File: src/hw/rtl/vat_pkg.sv
// Shared types, constants and coefficient helpers for the vertex transform.
package vat_pkg;

  localparam int DATA_W        = 32;
  localparam int CFG_W         = 64;
  localparam int CFG_REGS      = 8;
  localparam int CFG_IDX_W     = 4;
  localparam int CFG_SEL_W     = 3;
  localparam int IN_ROWS       = 3;
  localparam int COLS          = 4;
  localparam int PROD_W        = 2 * DATA_W;
  localparam int S_TDATA_W     = 3 * DATA_W;
  localparam int M_TDATA_W     = 4 * DATA_W;
  localparam int FRAC_BITS_DEF = 16;

  // Register indexes on the configuration channel
  localparam logic [CFG_IDX_W-1:0] REG_ROW0_COLS01 = 4'd0;
  localparam logic [CFG_IDX_W-1:0] REG_ROW0_COLS23 = 4'd1;
  localparam logic [CFG_IDX_W-1:0] REG_ROW1_COLS01 = 4'd2;
  localparam logic [CFG_IDX_W-1:0] REG_ROW1_COLS23 = 4'd3;
  localparam logic [CFG_IDX_W-1:0] REG_ROW2_COLS01 = 4'd4;
  localparam logic [CFG_IDX_W-1:0] REG_ROW2_COLS23 = 4'd5;
  localparam logic [CFG_IDX_W-1:0] REG_ROW3_COLS01 = 4'd6;
  localparam logic [CFG_IDX_W-1:0] REG_ROW3_COLS23 = 4'd7;
  localparam logic [CFG_IDX_W-1:0] REG_COUNT       = 4'd8;

  typedef logic [CFG_REGS-1:0][CFG_W-1:0] vat_cfg_bank_t;
  typedef logic [IN_ROWS-1:0][COLS-1:0][PROD_W-1:0] vat_prod_bank_t;

  // Reset gives the identity matrix
  localparam vat_cfg_bank_t CFG_RESET = {
    64'h0001_0000_0000_0000,  // row 3, columns 2 and 3
    64'h0000_0000_0000_0000,  // row 3, columns 0 and 1
    64'h0000_0000_0001_0000,  // row 2, columns 2 and 3
    64'h0000_0000_0000_0000,  // row 2, columns 0 and 1
    64'h0000_0000_0000_0000,  // row 1, columns 2 and 3
    64'h0001_0000_0000_0000,  // row 1, columns 0 and 1
    64'h0000_0000_0000_0000,  // row 0, columns 2 and 3
    64'h0000_0000_0001_0000   // row 0, columns 0 and 1
  };

  // Pipeline advance enables, output stage last
  typedef struct packed {
    logic en_in;
    logic en_mul;
    logic en_sum;
    logic en_out;
  } vat_stall_t;

  // Pick matrix element M[row][col] out of the register bank
  function automatic logic signed [DATA_W-1:0] coef(input vat_cfg_bank_t bank,
                                                    input int row, input int col);
    logic [CFG_W-1:0] word;
    word = bank[row * 2 + col / 2];
    return (col % 2 == 1) ? $signed(word[CFG_W-1:DATA_W]) : $signed(word[DATA_W-1:0]);
  endfunction

endpackage

File: src/hw/rtl/vat_cfg_regs.sv
// Matrix register bank written over the configuration channel.
module vat_cfg_regs (
  input  logic                             clk,
  input  logic                             rst,
  input  logic                             cfg_valid,
  input  logic [vat_pkg::CFG_IDX_W-1:0]    cfg_index,
  input  logic [vat_pkg::CFG_W-1:0]        cfg_data,
  output vat_pkg::vat_cfg_bank_t           bank
);
  import vat_pkg::*;

  // Load identity on reset, take writes that fall inside the list
  always_ff @(posedge clk) begin
    if (rst) begin
      bank <= CFG_RESET;
    end else if (cfg_valid && (cfg_index < REG_COUNT)) begin
      bank[cfg_index[CFG_SEL_W-1:0]] <= cfg_data;
    end
  end

endmodule

File: config.mk
export PLATFORM = sky130hd
export DESIGN_NAME = vat_cfg_regs
export DESIGN_NICKNAME = d
export VERILOG_FILES = /design/src/hw/rtl/vat_pkg.sv /design/src/hw/rtl/vat_cfg_regs.sv
export SDC_FILE = /design/constraint.sdc
export NUM_CORES = 1
export LEC_CHECK = 0
export BUFFER_PORTS_ARGS = -buffer_cell sky130_fd_sc_hd__buf_2
export CORE_AREA = 10 10 218 220
export CTS_CLUSTER_SIZE = 25
export DETAILED_ROUTE_END_ITERATION = 12
export DIE_AREA = 0 0 228 230
export PLACE_DENSITY = 0.77
export SLEW_MARGIN = 40
export SYNTH_ARGS = -nofsm -noshare
export SYNTH_HDL_FRONTEND = slang
export SYNTH_SLANG_ARGS = --single-unit
export TNS_END_PERCENT = 20
File: constraint.sdc
create_clock -name clk -period 2.05 [get_ports clk]
set_clock_uncertainty 0.2 [all_clocks]
set_input_delay 0.3075 -clock clk [delete_from_list [all_inputs] [get_ports clk]]
set_output_delay 0.3075 -clock clk [all_outputs]
set_load 0.1 [all_outputs]
==> key figures <==
Global routing
  • Met3 usage: 0.0719
  • Antenna violations before repair: 2
  • M2 GR Usage: 0.376
  • First-pass GRT wire length: 94.1 mm
  • Largest net degree at the start of global routing: 95
  • Busiest metal layer after global routing: met2
  • Grt ovf: 0
  • Vias in the first global route: 15188
  • Met1 usage: 0.273
  • Global Route Usage Sum: 0.227

Finish
  • Layout cell share with drive strength beyond 1: 0.307
  • Max reg flops: 512
  • Top flop regs: bank: 512 flops
  • Area Overhead vs Synth: 26.2%
  • Final core occ: 0.589
  • Top reg by flops: bank
  • Most frequent cells in the layout: buf_2 (581), nand2b_1 (572), mux2i_1 (512), dfxtp_1 (512), clkbuf_16 (53)
  • Nets: 2389
  • Most common cell after layout, fill and taps aside: buf_2

Critical path
  • CP peak stage delay: 480 ps
  • Crit path cell chain: buf_2
  • Critical Path AT: 1420 ps
  • Worst Path Max Fanout: 2
  • Critical setup path kind: reg2out
  • CP Data Required Time: 1540 ps
  • Largest delay share family, worst path: buffers and inverters
  • Critical path's slowest cell: buf_2
  • Critical Path End Type: output pin
  • CP bufs+invs: 1
  • Worst Setup Start Kind: flop

Logic synthesis
  • Synthesized area per cell: 11.1 um2
  • Syn Nets: 1868
  • Mapped Cells: 1797
  • Synth unique cells: 17
  • Synth warn: 0
  • #FFs+latches synth: 512
  • Sequential cell area fraction in the yosys report: 0.512
  • Cell Area, Synth: 20000 um2

Timing
  • Max_slew headroom: 0.633
  • Fin crit period: 1930 ps
  • RSZ-0062 raised after global routing: no
  • Final setup viols: 0
  • Setup TNS: 0 ps
  • Final period utilization: 0.941
  • Final Hold Vio Count: 0
  • Fin. max-slew vios: 0
  • Final worst slack: 121 ps
  • Peak Freq: 518 MHz
  • Measured slew at the worst slew-check pin: 555 ps

Drt
  • Drt via density: 4.97
  • First-iteration detailed-routing DRC count: 824
  • Vias: 14634
  • Detail Route Antenna Nets: 0
  • Detailed Routing Iterations Pass 1: 4
  • Aggregate routed wire length: 62.6 mm
  • Routed length per instance: 21.3 um
  • Residual DRC: 0

Clock tree
  • Clock latency on the worst-skew pair: 570 ps
  • Clk sinks: 512
  • Root Driver: clkbuf_16
  • Maximum buffer depth of the clock tree: 3
  • CTS tree: yes
  • TritonCTS buffer count: 51
  • H-tree depth: 2
  • Post-CTS Setup Repair Bufs: 0
  • CTS Hold Bufs: 16
  • Post_cts resized: 0
  • Clock slew at reported path FFs: 60 ps

Place
  • Gpl congestion: 0.820
  • Dpl ws: 3.39 ps
  • DP Wirelength: 44.7 mm
  • Port Buf Inserts: 582

Die
  • Die Height: 230 um
  • Total die area: 52400 um2
  • Ports: 583
  • Initial core utilization: 0.467
  • Die width: 228 um
  • Row cnt: 76
  • CORE AREA: 42900 um2

Power and ir drop
  • Power, Total: 21.5 mW
  • Static Leakage: 13.9 nW
  • VDD IR max: 0.582 mV
  • PD cells: 851 nW/um2

Job
  • Max-cap violations: 0

Hold path
  • Worst Hold Class: in2reg

Outcome
  • Status: completed
==> worst paths after layout <==
check,end,slack (ps),startpoint,depth (start not counted)
max reg2reg,bank[500]$_SDFFE_PP0P_,1160,bank[500]$_SDFFE_PP0P_,2
max,bank[64],120,bank[64]$_SDFFE_PP0P_,1
min reg2reg,bank[12]$_SDFFE_PP0P_,270,bank[12]$_SDFFE_PP0P_,2
min,bank[62]$_SDFFE_PP0P_,30,cfg_data[62],3
==> layer usage <==
| metal | vias up | wire length (um) |
|---|---|---|
| met5 | - | 0 |
| met2 | 489 | 29900 |
| li1 | 6891 | - |
| met4 | 0 | 1860 |
| met3 | 102 | 4910 |
| met1 | 7152 | 26000 |
==> kinds of logic after synthesis <==
logic type             synth area share
buffers and inverters            0.0471
muxes                             0.256
and+or+nand+nor                   0.185
DFF                               0.512
==> cell type report <==
| type | count | area, um2 |
|---|---|---|
| clock inverter | 17 | 131 |
| multi-input combinational | 1105 | 8880 |
| timing repair buffer | 648 | 3730 |
| tap | 585 | 732 |
| clock buffer | 77 | 1550 |
| fill | 3520 | 17600 |
| antenna | 1 | 2.50 |
| sequential | 512 | 10200 |
==> synthesized netlist by cell type <==
library cell  count  area, um2
nor2_1            7       26.3
and2_1            2       12.5
clkbuf_2          2       10.0
buf_6            21        236
buf_4            22        165
nor3b_2           1       12.5
nand2b_1        572       3580
buf_1            22       82.6
nand2_4           1       11.3
clkbuf_1         93        349
nand3_1           2       10.0
and3b_1           1       8.76
nand2_2           5       31.3
mux2i_1         512       5120
buf_2            20        100
nor2b_1           2       12.5
dfxtp_1         512      10200
==> through the flow <==
| stage | cell area [um2] | cells | hold slack [ps] |
|---|---|---|---|
| 2_1_floorplan | 20000 | 1797 | 278 |
| 4_1_cts | 25300 | 2944 | 4.47 |
| 6_report | 25300 | 2945 | 34.4 |
| 5_1_grt | 25300 | 2944 | 40.2 |
| 3_5_place_dp | 23400 | 2834 | 261 |
| 3_3_place_gp | 23400 | 2834 | 255 |
==> power breakdown <==
group          internal, mW  switching (mW)  total (mW)
registers              10.1          0.0745        10.2
clock network          5.35            3.93        9.28
logic                 0.531            1.54        2.07
(Power assumes the default switching activity.)
