File: src/hw/rtl/vat_pkg.sv
// Shared types, constants and coefficient helpers for the vertex transform.
package vat_pkg;

  localparam int DATA_W        = 32;
  localparam int CFG_W         = 64;
  localparam int CFG_REGS      = 8;
  localparam int CFG_IDX_W     = 4;
  localparam int CFG_SEL_W     = 3;
  localparam int IN_ROWS       = 3;
  localparam int COLS          = 4;
  localparam int PROD_W        = 2 * DATA_W;
  localparam int S_TDATA_W     = 3 * DATA_W;
  localparam int M_TDATA_W     = 4 * DATA_W;
  localparam int FRAC_BITS_DEF = 16;

  // Register indexes on the configuration channel
  localparam logic [CFG_IDX_W-1:0] REG_ROW0_COLS01 = 4'd0;
  localparam logic [CFG_IDX_W-1:0] REG_ROW0_COLS23 = 4'd1;
  localparam logic [CFG_IDX_W-1:0] REG_ROW1_COLS01 = 4'd2;
  localparam logic [CFG_IDX_W-1:0] REG_ROW1_COLS23 = 4'd3;
  localparam logic [CFG_IDX_W-1:0] REG_ROW2_COLS01 = 4'd4;
  localparam logic [CFG_IDX_W-1:0] REG_ROW2_COLS23 = 4'd5;
  localparam logic [CFG_IDX_W-1:0] REG_ROW3_COLS01 = 4'd6;
  localparam logic [CFG_IDX_W-1:0] REG_ROW3_COLS23 = 4'd7;
  localparam logic [CFG_IDX_W-1:0] REG_COUNT       = 4'd8;

  typedef logic [CFG_REGS-1:0][CFG_W-1:0] vat_cfg_bank_t;
  typedef logic [IN_ROWS-1:0][COLS-1:0][PROD_W-1:0] vat_prod_bank_t;

  // Reset gives the identity matrix
  localparam vat_cfg_bank_t CFG_RESET = {
    64'h0001_0000_0000_0000,  // row 3, columns 2 and 3
    64'h0000_0000_0000_0000,  // row 3, columns 0 and 1
    64'h0000_0000_0001_0000,  // row 2, columns 2 and 3
    64'h0000_0000_0000_0000,  // row 2, columns 0 and 1
    64'h0000_0000_0000_0000,  // row 1, columns 2 and 3
    64'h0001_0000_0000_0000,  // row 1, columns 0 and 1
    64'h0000_0000_0000_0000,  // row 0, columns 2 and 3
    64'h0000_0000_0001_0000   // row 0, columns 0 and 1
  };

  // Pipeline advance enables, output stage last
  typedef struct packed {
    logic en_in;
    logic en_mul;
    logic en_sum;
    logic en_out;
  } vat_stall_t;

  // Pick matrix element M[row][col] out of the register bank
  function automatic logic signed [DATA_W-1:0] coef(input vat_cfg_bank_t bank,
                                                    input int row, input int col);
    logic [CFG_W-1:0] word;
    word = bank[row * 2 + col / 2];
    return (col % 2 == 1) ? $signed(word[CFG_W-1:DATA_W]) : $signed(word[DATA_W-1:0]);
  endfunction

endpackage

File: src/hw/rtl/vat_col_reduce.sv
// One output column: sum of three products, then floor shift, translation and clamp.
module vat_col_reduce #(
  parameter int FRAC_BITS = vat_pkg::FRAC_BITS_DEF
) (
  input  logic                             clk,
  input  vat_pkg::vat_stall_t              stall,
  input  logic [vat_pkg::PROD_W-1:0]       prod0,
  input  logic [vat_pkg::PROD_W-1:0]       prod1,
  input  logic [vat_pkg::PROD_W-1:0]       prod2,
  input  logic                             add_tr,
  input  logic signed [vat_pkg::DATA_W-1:0] trans,
  output logic [vat_pkg::DATA_W-1:0]       result
);
  import vat_pkg::*;

  localparam int SUM_W = PROD_W + 2;
  localparam int SH_W  = SUM_W - FRAC_BITS;
  localparam int T_W   = SH_W + 1;

  localparam logic signed [T_W-1:0] SAT_MAX =
    {{(T_W - DATA_W + 1){1'b0}}, {(DATA_W - 1){1'b1}}};
  localparam logic signed [T_W-1:0] SAT_MIN =
    {{(T_W - DATA_W + 1){1'b1}}, {(DATA_W - 1){1'b0}}};

  logic signed [SUM_W-1:0]  sum;
  logic signed [SUM_W-1:0]  sum_next;
  logic signed [T_W-1:0]    total;
  logic signed [T_W-1:0]    trans_ext;
  logic [DATA_W-1:0]        result_next;

  // Exact sum of the three products
  always_comb begin
    sum_next = $signed({{2{prod0[PROD_W-1]}}, prod0})
             + $signed({{2{prod1[PROD_W-1]}}, prod1})
             + $signed({{2{prod2[PROD_W-1]}}, prod2});
  end

  always_ff @(posedge clk) begin
    if (stall.en_sum) begin
      sum <= sum_next;
    end
  end

  // Drop fraction bits (floor), add translation when add_tr is set, clamp to 32 bits
  always_comb begin
    trans_ext = add_tr ? $signed({{(T_W - DATA_W){trans[DATA_W-1]}}, trans}) : '0;
    total     = $signed({sum[SUM_W-1], sum[SUM_W-1:FRAC_BITS]}) + trans_ext;
    if (total > SAT_MAX) begin
      result_next = SAT_MAX[DATA_W-1:0];
    end else if (total < SAT_MIN) begin
      result_next = SAT_MIN[DATA_W-1:0];
    end else begin
      result_next = total[DATA_W-1:0];
    end
  end

  always_ff @(posedge clk) begin
    if (stall.en_out) begin
      result <= result_next;
    end
  end

endmodule

File: config.mk
export PLATFORM = sky130hd
export DESIGN_NAME = vat_col_reduce
export DESIGN_NICKNAME = d
export VERILOG_FILES = /design/src/hw/rtl/vat_pkg.sv /design/src/hw/rtl/vat_col_reduce.sv
export SDC_FILE = /design/constraint.sdc
export NUM_CORES = 1
export LEC_CHECK = 0
export ABC_CLOCK_PERIOD_IN_PS = 6550
export BUFFER_PORTS_ARGS = -buffer_cell sky130_fd_sc_hd__buf_2
export CAP_MARGIN = 20
export CELL_PAD_IN_SITES_DETAIL_PLACEMENT = 1
export CELL_PAD_IN_SITES_GLOBAL_PLACEMENT = 2
export CORE_MARGIN = 2
export CORE_UTILIZATION = 34
export CTS_CLUSTER_SIZE = 12
export DETAILED_ROUTE_END_ITERATION = 12
export MAX_ROUTING_LAYER = met4
export PLACE_DENSITY = 0.83
export SLEW_MARGIN = 20
export SYNTH_ARGS = -nofsm -noshare
export SYNTH_HDL_FRONTEND = slang
export SYNTH_SLANG_ARGS = --single-unit
File: constraint.sdc
create_clock -name clk -period 6.55 [get_ports clk]
set_input_delay 1.31 -clock clk [delete_from_list [all_inputs] [get_ports clk]]
set_output_delay 1.31 -clock clk [all_outputs]
set_load 0.1 [all_outputs]
==> qor.txt <==
H-tree depth = 3
CTS tree = yes
layout cells sized above 1 = 22.8%
number of port buffers = 259
worst-margin pin slew = 706 ps
final wirelength = 32700 um
cts bufs inserted = 9
num rows = 65
Residual DRC = 0
Reg2Reg Setup Slack = 2160 ps
Hold Fails Final Rpt = 0
cts hold-fix bufs = 0
terminus of the critical flop-to-flop path = result[0]
final slew viol count = 0
Post-Syn Area = 11000 um2
delay-heaviest family, CP = simple AND/OR/NAND/NOR gates
fin worst setup slack = 976 ps
largest net degree at the start of global routing = 51
Final Cycle Share = 85.1%
DPL Wire Length = 27900 um
Power Density = 336 nW/um2
Min-Delay Path Depth = 3
WL per Instance = 17.8 um
Hold EP = result[0]
worst flop-to-flop path startpoint = sum[40]
Nets = 1832
DR pass1 iterations = 4
1st-iter DRT viols = 418
grt ovf = 0
Die Ht = 184 um
instance count on the critical path = 15
num ports = 262
WS Path Type = primary input to flop
Achievable Freq = 0.179 GHz
die span in x = 184 um
Die Area = 33800 um2
Synth Warn # = 0
largest stage delay on the critical path = 570 ps
worst skew pair latency = 360 ps
postcts setup bufs = 0
EDFF count, synth = 82
Avg Inst Size Synth = 9.19 um2
Seq/Total Area, Yosys = 22.4%
vias in the first global route = 10300
Tmin final = 5570 ps
worst rel slew slack = 52.4%
setup TNS = 0 ps
register bit total from synthesis = 82
RSZ-0062 raised after global routing = false
gpl congestion = 0.902
area delta synth->final = 16.3%
initial antenna violation count = 1
GRT Overall Usage = 19.9%
Clock Skew = 11.7 ps
CTS root buffer = clkbuf_16
Worst setup EP type = flop
post-cts sizing count = 0
r2r worst-path depth = 13
CP cell instances = buf_2, and2_1, ha_1, nand4_1, nor2_1, nand2_1, a2111oi_2, nor2_1, xor2_1, nand4_1, and4bb_1, nand4bb_1, o41ai_4, buf_4, o21ai_1
global-route wire length before repair = 53000 um
Distinct cells, synth = 92
worst-path fanout max = 32
Req. time, crit path = 6640 ps
initial core utilization = 34.7%
MaxCap Viol Count = 0
hold_sp = sum[16]
Place WS = 646 ps
post-synthesis async set-or-reset flop share = 0%
status = finished, final reports clean
Mapped Nets = 1606
Core Footprint = 31700 um2
clock sinks = 82
Detail Route Antenna Nets = 0
Startpoint Class = primary input
Fin Hold WS = 791 ps
final setup vio count = 0
Crit path arrival time = 5660 ps
Leak = 5.53 nW
VDD IR max = 0.248 mV
via/cell ratio = 5.47
class of the worst hold path = flop to flop
Synth Instances = 1198
via count = 10000
Buf/Inv on CP = 2
maximum buffer depth of the clock tree = 2
CP max-delay cell = a2111oi_2
ys flop type = edfxtp_1
CTS clk-pin slew, worst paths = 70 ps
## stage by stage
stage / util (%) / instance area (um2) / std cells / total power, mW
after detailed placement: 39.4 / 12500 / 1815 / 3.77
after floorplan: - / 11000 / 1198 / 3.13
after CTS: 40.4 / 12800 / 1831 / 4.32
after global placement: 39.4 / 12500 / 1815 / 3.72
after global routing: 40.4 / 12800 / 1832 / 4.63
final: 40.4 / 12800 / 1833 / 4.31
## area by class of cell
class,count,area (um2)
repair buffers,265,1340
diodes,2,5.00
clock inverters,6,72.6
multi-input cells,1040,8090
fillers,3792,18900
inverters,26,97.6
flip-flops and latches,82,2460
clock buffers,10,229
well taps,402,503
## worst max-delay path by stage
stage | end | slack, ps | startpoint
after floorplan | result[2] | 1610 | add_tr
after global placement | result[21] | 810 | add_tr
after detailed placement | result[0] | 650 | add_tr
after CTS | result[0] | 990 | add_tr
after global routing | result[14] | 600 | add_tr
final | result[0] | 980 | add_tr
## kinds of logic (layout without fill, tap and decap cells)
family / Yosys count / after routing / synth area share [%]
mux: 2 / 2 / 0.193
fa+ha+maj: 178 / 178 / 24.6
buf+inv: 76 / 307 / 4.26
compound gates: 409 / 409 / 24.4
xor+xnor: 91 / 91 / 7.24
flops: 82 / 82 / 22.4
other cells: 0 / 2 / 0
simple gates: 360 / 360 / 17.0
## registers in the layout, indices dropped and copies added, names as in the netlist
signal,cells
sum,50
result,32
## worst reg2reg max path: stages (launching register included)
cell and delay (ps):
edfxtp_1 380, ha_1 510, nand4_1 330, nor4b_1 520, o211ai_1 160, nand2_1 180
o21ai_1 120, a2111oi_0 540, nor2_1 110, xnor2_1 170, nand4bb_1 250, o41ai_4 390
buf_4 340, o21ai_1 140
## placed cells by master (no fill, tap or decap), types with 39 or more instances in the layout
| master | count |
|---|---|
| xnor2_1 | 52 |
| nand2_1 | 99 |
| ha_1 | 114 |
| a21oi_1 | 126 |
| edfxtp_1 | 82 |
| fa_1 | 64 |
| xor2_1 | 39 |
| buf_2 | 258 |
| a21o_1 | 52 |
| nor2_1 | 69 |
| o21ai_0 | 61 |
| nand4_1 | 44 |
## report_power, final
| part | switching (mW) | internal, mW | leakage [nW] |
|---|---|---|---|
| Clock | 0.233 | 0.301 | 0.149 |
| Sequential | 0.0575 | 0.841 | 0.795 |
| Combinational | 1.96 | 0.910 | 4.58 |
| Total | 2.26 | 2.05 | 5.53 |
## metal layers
layer	share of wire (%)	routed length [um]	GRT usage, %	up-vias
li1	-	-	-	4937
met1	51	16600	28.1	4830
met2	44	14300	30.8	238
met3	4.5	1460	2.42	16
met4	0.81	266	3.87	0
met5	0	0	-	-
## cells in the mapped netlist (3+ instances only)
cell type  count  area share (%)
o31ai_1        4            0.27
nand2_1       99             3.4
a211oi_1      11            0.75
a21o_1        52             3.5
nand4_1       44             2.5
nand3_1       25             1.1
clkbuf_8       5            0.63
and2_1        37             2.1
fa_1          64              12
xnor2_1       52             4.1
nor2b_1       11            0.63
buf_2          5            0.23
buf_6         10             1.0
and4_1         4            0.32
a31oi_1       11            0.63
o21ai_1       36             1.6
o31a_1         3            0.24
nor3_1        16            0.73
o21bai_1      15             1.0
xor2_1        39             3.1
clkbuf_1      22            0.75
ha_1         114              13
a21oi_2        5            0.40
o211a_1        3            0.27
o21a_1        12            0.82
a31o_2         4            0.32
o2111ai_1      4            0.32
o211ai_1       7            0.48
inv_1         26            0.89
nor4b_1        3            0.24
and3_1        13            0.74
a41oi_1        6            0.48
nor4_1         4            0.23
nor2_1        69             2.4
edfxtp_1      82              22
o21ai_2        8            0.64
buf_4          4            0.27
or3_1          4            0.23
nand2b_1      10            0.57
a21oi_1      126             5.7
o21ai_0       61             2.8
No activity file was read; power rests on OpenSTA's default activity.
